--- config.mk ---
export PLATFORM = sky130hd
export DESIGN_NAME = display_idle_power_controller
export DESIGN_NICKNAME = d
export VERILOG_FILES = /design/src/rtl/dipc_pkg.sv /design/src/rtl/display_idle_power_controller.sv
export SDC_FILE = /design/constraint.sdc
export NUM_CORES = 1
export LEC_CHECK = 0
export ABC_AREA = 1
export BUFFER_PORTS_ARGS = -buffer_cell sky130_fd_sc_hd__buf_2
export CAP_MARGIN = 20
export CORE_MARGIN = 2
export CORE_UTILIZATION = 25
export DETAILED_ROUTE_END_ITERATION = 10
export HOLD_SLACK_MARGIN = 0.03
export SYNTH_ARGS = -nofsm -noshare
export SYNTH_HDL_FRONTEND = slang
export SYNTH_SLANG_ARGS = --single-unit
--- constraint.sdc ---
create_clock -name clk -period 7.1 [get_ports clk]
set_input_delay 0.71 -clock clk [delete_from_list [all_inputs] [get_ports clk]]
set_output_delay 0.71 -clock clk [all_outputs]
set_load 0.02 [all_outputs]
--- src/rtl/dipc_pkg.sv ---
package dipc_pkg;

    localparam int LEVEL_BITS       = 12;
    localparam int TIMER_BITS       = 24;
    localparam int RAMP_STEPS       = 10;
    localparam int STEP_INTERVAL_MS = 150;
    localparam int WAKE_GAP_MS      = 200;
    localparam int TICK_BITS        = 8;
    localparam int GAP_BITS         = 8;

    // x / RAMP_STEPS as (x * DIV_RECIP) >> DIV_SHIFT, exact for any LEVEL_BITS-wide x
    localparam int DIV_SHIFT       = LEVEL_BITS + $clog2(RAMP_STEPS);
    localparam int DIV_RECIP_BITS  = DIV_SHIFT + 1;
    localparam int DIV_RECIP       = ((2 ** DIV_SHIFT) + RAMP_STEPS - 1) / RAMP_STEPS;
    localparam int DIV_PROD_BITS   = LEVEL_BITS + DIV_RECIP_BITS;

    localparam int CFG_IDX_BITS    = 2;
    localparam int CFG_DATA_BITS   = TIMER_BITS;
    localparam int IN_DATA_BITS    = 16;
    localparam int OUT_DATA_BITS   = 24;

    typedef enum logic [CFG_IDX_BITS-1:0] {
        CFG_IDLE_TIMEOUT = 2'd0,
        CFG_OFF_TIMEOUT  = 2'd1,
        CFG_DIM_TARGET   = 2'd2,
        CFG_BL_PRESENT   = 2'd3
    } cfg_idx_t;

    typedef enum logic {
        OP_TICK  = 1'b0,
        OP_EVENT = 1'b1
    } opcode_t;

    typedef enum logic [1:0] {
        EV_KEY    = 2'd0,
        EV_MOVE   = 2'd1,
        EV_OTHER  = 2'd2,
        EV_SPARE  = 2'd3
    } event_kind_t;

    typedef struct packed {
        logic                  activity_seen;
        logic                  suspend_request;
        logic                  panel_on_pulse;
        logic                  panel_off_pulse;
        logic                  panel_powered;
        logic [LEVEL_BITS-1:0] backlight_level;
        logic                  level_write;
    } result_t;

endpackage

--- src/rtl/display_idle_power_controller.sv ---
// An accepted item passes the input register, then the result register; the countdowns, ramp step
// and divide-by-steps fit in one pass. Throughput: one item per cycle unless m_tready stalls.
// The result register decouples the sides: a new item is taken while a result waits.
// Reset (rst_n low, asynchronous): timers stopped, panel on, no ramp, all timeouts zero,
// wake gap counter saturated.
module display_idle_power_controller (
    input  logic                                clk,
    input  logic                                rst_n,
    input  logic                                cfg_we,
    input  logic [dipc_pkg::CFG_IDX_BITS-1:0]   cfg_index,
    input  logic [dipc_pkg::CFG_DATA_BITS-1:0]  cfg_data,
    input  logic                                s_tvalid,
    output logic                                s_tready,
    // [1:0] event_kind, [13:2] panel_level, [15:14] zero
    input  logic [dipc_pkg::IN_DATA_BITS-1:0]   s_tdata,
    // [0] opcode
    input  logic                                s_tuser,
    output logic                                m_tvalid,
    input  logic                                m_tready,
    // [0] level_write, [12:1] backlight_level, [13] panel_powered, [14] panel_off_pulse,
    // [15] panel_on_pulse, [16] suspend_request, [17] activity_seen, [23:18] zero
    output logic [dipc_pkg::OUT_DATA_BITS-1:0]  m_tdata
);
    import dipc_pkg::*;

    localparam int RES_BITS = $bits(result_t);

    // configuration
    logic [TIMER_BITS-1:0] idle_timeout_reg;
    logic [TIMER_BITS-1:0] off_timeout_reg;
    logic [LEVEL_BITS-1:0] dim_target_reg;
    logic                  bl_present_reg;

    // input stage
    logic                  in_valid_reg;
    opcode_t               in_op_reg;
    event_kind_t           in_kind_reg;
    logic [LEVEL_BITS-1:0] in_level_reg;

    // state
    logic [TIMER_BITS-1:0] off_cd_reg, off_cd_next;
    logic                  off_run_reg, off_run_next;
    logic [TIMER_BITS-1:0] idle_cd_reg, idle_cd_next;
    logic                  idle_run_reg, idle_run_next;
    logic                  panel_off_reg, panel_off_next;
    logic                  ramp_active_reg, ramp_active_next;
    logic [LEVEL_BITS-1:0] ramp_level_reg, ramp_level_next;
    logic [LEVEL_BITS-1:0] ramp_step_reg, ramp_step_next;
    logic [LEVEL_BITS-1:0] saved_level_reg, saved_level_next;
    logic [TICK_BITS-1:0]  tick_cnt_reg, tick_cnt_next;
    logic [GAP_BITS-1:0]   since_wake_reg, since_wake_next;

    // output stage
    logic                  out_valid_reg;
    result_t               res_reg;
    result_t               res_next;

    logic                  advance;
    logic                  in_take;
    logic [LEVEL_BITS-1:0]    dim_diff;
    logic [DIV_PROD_BITS-1:0] dim_prod;
    logic [LEVEL_BITS-1:0]    dim_quot;
    logic [TICK_BITS-1:0]     tick_inc;
    logic [TIMER_BITS-1:0]    off_dec;
    logic [TIMER_BITS-1:0]    idle_dec;

    assign advance  = in_valid_reg && (!out_valid_reg || m_tready);
    assign s_tready = !in_valid_reg || advance;
    assign in_take  = s_tvalid && s_tready;

    assign m_tvalid = out_valid_reg;
    assign m_tdata  = {{(OUT_DATA_BITS-RES_BITS){1'b0}}, res_reg};

    // step = max((sample - target) / RAMP_STEPS, 1)
    assign dim_diff = in_level_reg - dim_target_reg;
    assign dim_prod = DIV_PROD_BITS'(dim_diff) * DIV_PROD_BITS'(DIV_RECIP);
    assign dim_quot = dim_prod[DIV_SHIFT +: LEVEL_BITS];

    assign tick_inc = tick_cnt_reg + 1'b1;
    assign off_dec  = off_cd_reg - 1'b1;
    assign idle_dec = idle_cd_reg - 1'b1;

    always_comb
    begin
        off_cd_next      = off_cd_reg;
        off_run_next     = off_run_reg;
        idle_cd_next     = idle_cd_reg;
        idle_run_next    = idle_run_reg;
        panel_off_next   = panel_off_reg;
        ramp_active_next = ramp_active_reg;
        ramp_level_next  = ramp_level_reg;
        ramp_step_next   = ramp_step_reg;
        saved_level_next = saved_level_reg;
        tick_cnt_next    = tick_cnt_reg;
        since_wake_next  = since_wake_reg;
        res_next         = '0;

        unique case (in_op_reg)
            OP_TICK:
            begin
                if (since_wake_reg <= GAP_BITS'(WAKE_GAP_MS))
                    since_wake_next = since_wake_reg + 1'b1;
                // ramp step
                if (ramp_active_reg)
                begin
                    tick_cnt_next = tick_inc;
                    if (tick_inc >= TICK_BITS'(STEP_INTERVAL_MS))
                    begin
                        tick_cnt_next        = '0;
                        res_next.level_write = 1'b1;
                        if (ramp_level_reg <= dim_target_reg ||
                            (ramp_level_reg - dim_target_reg) <= ramp_step_reg)
                        begin
                            res_next.backlight_level = dim_target_reg;
                            ramp_active_next         = 1'b0;
                            panel_off_next           = 1'b1;
                            res_next.panel_off_pulse = 1'b1;
                        end
                        else
                        begin
                            ramp_level_next          = ramp_level_reg - ramp_step_reg;
                            res_next.backlight_level = ramp_level_reg - ramp_step_reg;
                        end
                    end
                end
                // display-off expiry, may restart the ramp
                if (off_run_reg)
                begin
                    off_cd_next = off_dec;
                    if (off_dec == '0)
                    begin
                        off_run_next = 1'b0;
                        if (off_timeout_reg != '0 && bl_present_reg)
                        begin
                            saved_level_next = in_level_reg;
                            if (in_level_reg != '0)
                            begin
                                ramp_active_next = 1'b0;
                                if (in_level_reg > dim_target_reg)
                                begin
                                    ramp_step_next   = (dim_quot == '0) ?
                                                       LEVEL_BITS'(1) : dim_quot;
                                    ramp_level_next  = in_level_reg;
                                    tick_cnt_next    = '0;
                                    ramp_active_next = 1'b1;
                                end
                            end
                        end
                    end
                end
                // idle expiry
                if (idle_run_reg)
                begin
                    idle_cd_next = idle_dec;
                    if (idle_dec == '0)
                    begin
                        idle_run_next = 1'b0;
                        if (idle_timeout_reg != '0)
                            res_next.suspend_request = 1'b1;
                    end
                end
            end
            OP_EVENT:
            begin
                if ((idle_timeout_reg != '0 || off_timeout_reg != '0) &&
                    (in_kind_reg == EV_KEY || (in_kind_reg == EV_MOVE && panel_off_reg)))
                begin
                    res_next.activity_seen = 1'b1;
                    if (panel_off_reg)
                    begin
                        if (since_wake_reg > GAP_BITS'(WAKE_GAP_MS))
                        begin
                            ramp_active_next = 1'b0;
                            if (saved_level_reg != '0)
                            begin
                                res_next.level_write     = 1'b1;
                                res_next.backlight_level = saved_level_reg;
                            end
                            res_next.panel_on_pulse = 1'b1;
                            panel_off_next          = 1'b0;
                        end
                        since_wake_next = '0;
                    end
                    else if (ramp_active_reg)
                    begin
                        ramp_active_next         = 1'b0;
                        res_next.level_write     = 1'b1;
                        res_next.backlight_level = saved_level_reg;
                    end
                    if (off_timeout_reg != '0)
                    begin
                        off_cd_next  = off_timeout_reg;
                        off_run_next = 1'b1;
                    end
                    if (idle_timeout_reg != '0)
                    begin
                        idle_cd_next  = idle_timeout_reg;
                        idle_run_next = 1'b1;
                    end
                end
            end
            default:
            begin
                res_next = '0;
            end
        endcase

        res_next.panel_powered = !panel_off_next;
    end

    // configuration registers
    always_ff @(posedge clk or negedge rst_n)
    begin
        if (!rst_n)
        begin
            idle_timeout_reg <= '0;
            off_timeout_reg  <= '0;
            dim_target_reg   <= '0;
            bl_present_reg   <= 1'b0;
        end
        else if (cfg_we)
        begin
            unique case (cfg_idx_t'(cfg_index))
                CFG_IDLE_TIMEOUT: idle_timeout_reg <= cfg_data;
                CFG_OFF_TIMEOUT:  off_timeout_reg  <= cfg_data;
                CFG_DIM_TARGET:   dim_target_reg   <= cfg_data[LEVEL_BITS-1:0];
                CFG_BL_PRESENT:   bl_present_reg   <= cfg_data[0];
                default:          bl_present_reg   <= bl_present_reg;
            endcase
        end
    end

    // input stage
    always_ff @(posedge clk or negedge rst_n)
    begin
        if (!rst_n)
        begin
            in_valid_reg <= 1'b0;
        end
        else if (in_take)
        begin
            in_valid_reg <= 1'b1;
        end
        else if (advance)
        begin
            in_valid_reg <= 1'b0;
        end
    end

    always_ff @(posedge clk)
    begin
        if (in_take)
        begin
            in_op_reg    <= opcode_t'(s_tuser);
            in_kind_reg  <= event_kind_t'(s_tdata[1:0]);
            in_level_reg <= s_tdata[2 +: LEVEL_BITS];
        end
    end

    // state and result
    always_ff @(posedge clk or negedge rst_n)
    begin
        if (!rst_n)
        begin
            off_cd_reg      <= '0;
            off_run_reg     <= 1'b0;
            idle_cd_reg     <= '0;
            idle_run_reg    <= 1'b0;
            panel_off_reg   <= 1'b0;
            ramp_active_reg <= 1'b0;
            ramp_level_reg  <= '0;
            ramp_step_reg   <= '0;
            saved_level_reg <= '0;
            tick_cnt_reg    <= '0;
            since_wake_reg  <= GAP_BITS'(WAKE_GAP_MS + 1);
            out_valid_reg   <= 1'b0;
        end
        else
        begin
            if (advance)
            begin
                off_cd_reg      <= off_cd_next;
                off_run_reg     <= off_run_next;
                idle_cd_reg     <= idle_cd_next;
                idle_run_reg    <= idle_run_next;
                panel_off_reg   <= panel_off_next;
                ramp_active_reg <= ramp_active_next;
                ramp_level_reg  <= ramp_level_next;
                ramp_step_reg   <= ramp_step_next;
                saved_level_reg <= saved_level_next;
                tick_cnt_reg    <= tick_cnt_next;
                since_wake_reg  <= since_wake_next;
                out_valid_reg   <= 1'b1;
            end
            else if (m_tready)
            begin
                out_valid_reg <= 1'b0;
            end
        end
    end

    always_ff @(posedge clk)
    begin
        if (advance)
            res_reg <= res_next;
    end

    // checks
    a_off_unpowered: assert property (@(posedge clk) disable iff (!rst_n)
        out_valid_reg && res_reg.panel_off_pulse |-> !res_reg.panel_powered)
        else $error("panel off pulse with panel powered");

    a_on_from_activity: assert property (@(posedge clk) disable iff (!rst_n)
        out_valid_reg && res_reg.panel_on_pulse |->
            res_reg.panel_powered && res_reg.activity_seen)
        else $error("panel on pulse without activity or power");

    a_level_zero: assert property (@(posedge clk) disable iff (!rst_n)
        out_valid_reg && !res_reg.level_write |-> res_reg.backlight_level == '0)
        else $error("backlight level set without write");

    a_ramp_step_nonzero: assert property (@(posedge clk) disable iff (!rst_n)
        ramp_active_reg |-> ramp_step_reg != '0)
        else $error("ramp running with zero step");

endmodule
==> summary.md, run 1 <==
| Metric | Value |
|---|---|
| First-pass DRT Iterations | 5 |
| Die width | 255 um |
| Hold Fails Final Rpt | 0 |
| Most frequently used cell type in the post-synthesis netlist | nand2_1 |
| Max Root-Sink Buffers | 2 |
| Required @ worst endpoint | 7.46 ns |
| Post-DP HPWL | 33.5 mm |
| Grt total ovfl | 0 |
| Placed Area | 16900 um2 |
| Final worst-path cycle share | 0.928 |
| Drt wl/cell | about 14 um |
| DRC | 0 |
| Synth area leader | dfrtp_1 |
| Core ar. | 61900 um2 |
| Most used DFF post-synth | dfrtp_1 |
| Maxcap violations | 0 |
| NumNets Final | 2412 |
| Worst path max stage delay | ~0.54 ns |
| Via/cell ratio | 4.49 |
| # clock sinks | 197 |
| FFs w/ async S/R, synth | 0.832 |
| Crit end category | flip-flop |
| M2 GR Usage | 0.218 |
| Yosys top cell area share | 0.255 |
| Worst Path Arrival | 6.95 ns |
| Met1 Use GR | 0.192 |
| Mapped Cells | 2153 |
| Final GP Congestion | 0.891 |
| Layout cells sized above 1 | 0.0752 |
| EDFF count, synth | 33 |
| RSZ-0062 raised after global routing | no |
| Crit Path Max Fanout | 4 |
| GRT met3 Usage | 0.0171 |
| Count of cell types in the netlist | 49 |
| Dpl ws | between 0.5 and 0.6 ns |
| Slack of the critical path | 0.511 ns |
| Crit-path slowest cell | fa_1 |
| Num CTS Buffers | 17 |
| CTS Root Cell | clkbuf_16 |
| CTS tree | yes |
| Worst Skew | between 0.01 and 0.015 ns |
| Starting utilization of the core area | 0.254 |
| Min Hold Slack | roughly 0.37 ns |
| Fmax | 0.152 GHz |
| ANT nets after route | 0 |
| Initial antenna violation count | 4 |
| Fin Setup TNS | 0 ns |
| Gr usage total | 0.137 |
| Pins Over Slew Limit | 0 |
| Clk pin slew, worst setup/hold paths | 0.08 ns |
| Min Tclk post-route | 6.59 ns |
| Register bit total from synthesis | 197 |
| Diode count | 0 |
| Vias in the first global route | 13082 |
| Final setup viols | 0 |
| DR vias | 13676 |
| Most frequent CP cell | nand2_1 |
| HP Class | input port to async pin |
| Fin area | 17500 um2 |
| Largest net degree at the start of global routing | 99 |
| CTS Hold Bufs | 0 |
| Worst-Margin Slew | 0.940 ns |
| Clock latency on the worst-skew pair | 0.47 ns |
| H-tree levels | 4 |
| Syn. warnings | 0 |
| CP Class | flip-flop to flip-flop |
| First-pass GRT wire length | 70.1 mm |
| Post-Syn Area | between 15000 and 20000 um2 |
| Slew margin rel. | 0.365 |
| P&R area growth vs syn | 11.5% |
| Commonest cells in the netlist | 546 x nand2_1, 359 x inv_1, 198 x o21ai_0, 184 x nor2_1, 160 x dfrtp_1 |
| Top post-synthesis cells by area | dfrtp_1 25%, nand2_1 13%, ha_1 10% |
| Post-Route WL | 42.9 mm |
| Chip height | approximately 250 um |
| Number of I/O port buffers | 65 |
| WP buf/inv | 4 |
| IO Pins | 74 |
| Startpoint types | flip-flop |
| Sequential share of the synthesized area | 0.325 |
| Outcome | finished clean |
| Drt first-iter violations | 939 |
| Rows | 91 |
| Global route hottest layer | met2 |
| Die ar. | 64800 um2 |
| Top delay family on crit path | adder cells |
| Syn Area/Cell | 7.29 um2 |
| Setup bufs post-CTS | 0 |
metal layers:
metal  vias up  wire [um]
met3        51       1970
met2       293      19000
li1       6973          -
met5         -         26
met4         4        859
met1      6355      21100
worst reg2reg max path: cells and delay by family (launching register included):
family,cells,cell delay [ns]
buffers and inverters,4,0.24
flip-flops,1,0.46
adder cells (fa/ha/maj),7,3.07
XOR/XNOR,1,0.37
AO/OA/AOI/OAI,6,0.83
AND/OR/NAND/NOR,13,1.50
worst paths after layout:
| check | from | end | slack (ns) | cells after the start |
|---|---|---|---|---|
| max | dim_target_reg[0] | ramp_step_reg[0] | 0.51 | 31 |
| min | rst_n | off_cd_reg[19] | 0.37 | 1 |
| max reg2reg | dim_target_reg[0] | ramp_step_reg[0] | 0.51 | 31 |
| min reg2reg | ramp_step_reg[3] | ramp_step_reg[3] | 0.49 | 2 |
| max in group asynchronous | rst_n | idle_timeout_reg[1] | 5.26 | 2 |
| min in group clk | s_tdata[0] | in_kind_reg[0] | 0.42 | 1 |
area by class of cell:
cell class | instances | area, um2
Clock inverter | 14 | 134
Sequential cell | 197 | 5100
Clock buffer | 18 | 450
Fill cell | 6846 | 44400
Tap cell | 837 | 1050
Multi-Input combinational cell | 1534 | 8970
Timing Repair Buffer | 79 | 437
Inverter | 365 | 1370
placed cells by master (no fill, tap or decap), types with 39 or more instances in the layout:
master,count
nand2_1,546
inv_1,359
o21ai_0,197
nor2_1,183
dfrtp_1,160
ha_1,131
nand3_1,119
buf_2,64
nand4_1,57
a21oi_1,52
xor2_1,47
fa_1,39
through the flow:
stage	instances	util
global route	3044	0.283
global placement	3012	0.273
detailed placement	3012	0.273
finish	3044	0.283
floorplan	2158	-
CTS	3044	0.283
cell families (layout without fill, tap and decap cells):
logic type      Yosys count  in the layout  share of synthesized area
buf+inv                 427            476                      0.106
fa+ha+maj               170            170                      0.154
other cells               1              6                   0.000239
compound gates          318            318                      0.111
mux                       3              3                    0.00191
simple gates            971            971                      0.264
flops                   197            197                      0.325
xor+xnor                 66             66                     0.0368
what timing repair did:
action,CTS,global route
gates resized for setup,0,2
setup endpoints to repair,0,1
hold endpoints to repair,0,0
Power of run 1 is not shown: default switching activity piles up to over one toggle a cycle in this logic, so the estimate is an artifact.
==> run 2: changes to the inputs <==
==> constraint.sdc (replaced) <==
create_clock -name clk -period 6.4 [get_ports clk]
set_input_delay 0.64 -clock clk [delete_from_list [all_inputs] [get_ports clk]]
set_output_delay 0.64 -clock clk [all_outputs]
set_load 0.02 [all_outputs]
==> summary.md, run 2 (synthesized netlist as in run 1, its figures left out) <==
| Metric | Value |
|---|---|
| Outcome | finished clean |
| Worst Path Arrival | 6.38 ns (-0.57 ns) |
| Maxcap violations | 0 (unchanged) |
| Hold Fails Final Rpt | 0 (unchanged) |
| Slack of the critical path | 0.380 ns (-0.131 ns) |
| CP Class | flip-flop to flip-flop |
| Number of I/O port buffers | 65 (unchanged) |
| Final GP Congestion | 0.889 (-0.18%) |
| Fillers | 6836 (-0.15%) |
| Num CTS Buffers | 17 (unchanged) |
| Area taken by flip-flops and latches | 5100 um2 (about the same) |
| Vias in the first global route | 13281 (+1.5%) |
| Top delay family on crit path | adder cells |
| Crit-path slowest cell | fa_1 |
| Drt wl/cell | 14.2 um (+0.68%) |
| DRC | 0 (unchanged) |
| Area of the multi-input gates | 9140 um2 (+1.8%) |
| Die ar. | 64800 um2 (unchanged) |
| IO Pins | 74 (unchanged) |
| First-pass DRT Iterations | 6 (+1) |
| P&R area growth vs syn | 13.2% |
| Worst path max stage delay | 0.55 ns (about the same) |
| Startpoint types | flip-flop |
| Most frequent cells in the layout | 543 x nand2_1, 355 x inv_1, 192 x o21ai_0 |
| Most frequent CP cell | nand2_1 |
| Final worst-path cycle share | 0.941 (+0.0126) |
| H-tree levels | 4 (unchanged) |
| # clock sinks | 197 (unchanged) |
| Dpl ws | 0.104 ns (-0.461 ns) |
| Final setup viols | 0 (unchanged) |
| Core ar. | 61900 um2 (unchanged) |
| Diode count | 0 (unchanged) |
| Required @ worst endpoint | 6.76 ns (-0.70 ns) |
| Gr usage total | 0.138 (+0.000581) |
| Starting utilization of the core area | 0.254 (unchanged) |
| CTS Root Cell | clkbuf_16 |
| Grt total ovfl | 0 (unchanged) |
| Worst Skew | 0.0130 ns (+0.00256 ns) |
| Clk pin slew, worst setup/hold paths | 0.08 ns (about the same) |
| Min Tclk post-route | 6.02 ns (-0.569 ns) |
| Crit end category | flip-flop |
| CTS tree | yes |
| ANT nets after route | 0 (unchanged) |
| Max Root-Sink Buffers | 2 (unchanged) |
| Slew margin rel. | 0.338 (-0.0270) |
| Drt first-iter violations | 1078 (+15%) |
| Worst-Margin Slew | 0.980 ns (+0.0400 ns) |
| Commonest non-fill, non-tap cell in the layout | nand2_1 |
| First-pass GRT wire length | 70.5 mm (+0.52%) |
| Rows | 91 (unchanged) |
| Crit Path Max Fanout | 4 (unchanged) |
| Largest net degree at the start of global routing | 76 (-23%) |
| DR vias | 13685 (+0.066%) |
| Die width | 255 um (unchanged) |
| Post-Route WL | 43.4 mm (+1.1%) |
| Post-DP HPWL | 33.8 mm (+1.0%) |
| Initial antenna violation count | 6 (+2) |
| Chip height | 255 um (unchanged) |
| Min Hold Slack | 0.204 ns (-0.167 ns) |
| Pins Over Slew Limit | 0 (unchanged) |
| Via/cell ratio | 4.48 (-0.36%) |
| Clock latency on the worst-skew pair | 0.46 ns (about the same) |
| WP buf/inv | 5 (+1) |
| HP Class | input port to async pin |
| Layout cells sized above 1 | 0.0928 (+0.0176) |
| Fmax | 0.166 GHz (+9.5%) |
| Final Util | 0.287 (+0.00436) |
| NumNets Final | 2425 (+0.54%) |
==> run 2: cell count changes in the layout (fill, tap and decap cells not counted), sizes merged <==
cell    change
clkinv      +1
buf        +13
inv         -1
==> run 2: area by class of cell <==
cell class,instances,share of cell area
clock buffer,18,0.0253
timing repair buffer,92,0.0300
multi-input combinational,1534,0.514
tap,837,0.0589
inverter,365,0.0772
sequential,197,0.287
clock inverter,14,0.00781
==> run 2: metal layers <==
metal / up-vias / track usage / part of all wire
met5: - / 0 / 0.00023
li1: 7010 / - / -
met4: 2 / 0.0371 / 0.018
met3: 56 / 0.0201 / 0.051
met2: 333 / 0.221 / 0.44
met1: 6284 / 0.192 / 0.49
==> run 2: metrics by stage <==
stage               std cells  setup TNS [ns]  area, um2
floorplan                2158               0      15700
global placement         3021               0      17000
detailed placement       3021               0      17000
CTS                      3053               0      17600
global route             3057         -0.0190      17800
finish                   3057               0      17800
==> run 2: timing repair <==
item	CTS	global route
hold buffers	0	0
setup buffers	0	4
gates resized for setup	0	39
endpoints found under the hold margin	0	0
setup endpoints to repair	0	5
==> run 2: path summary, 6_finish.rpt <==
path	startpoint	end	slack (ns)	cells after the start
max reg2reg	in_level_reg[0]	ramp_step_reg[0]	0.38	32
max	in_level_reg[0]	ramp_step_reg[0]	0.38	32
max in group asynchronous	rst_n	off_cd_reg[4]	4.97	2
min in group clk	s_tdata[8]	in_level_reg[6]	0.36	1
min reg2reg	idle_timeout_reg[23]	idle_timeout_reg[23]	0.49	2
min	rst_n	off_timeout_reg[16]	0.20	1
Power of run 2 is left out for the same reason.
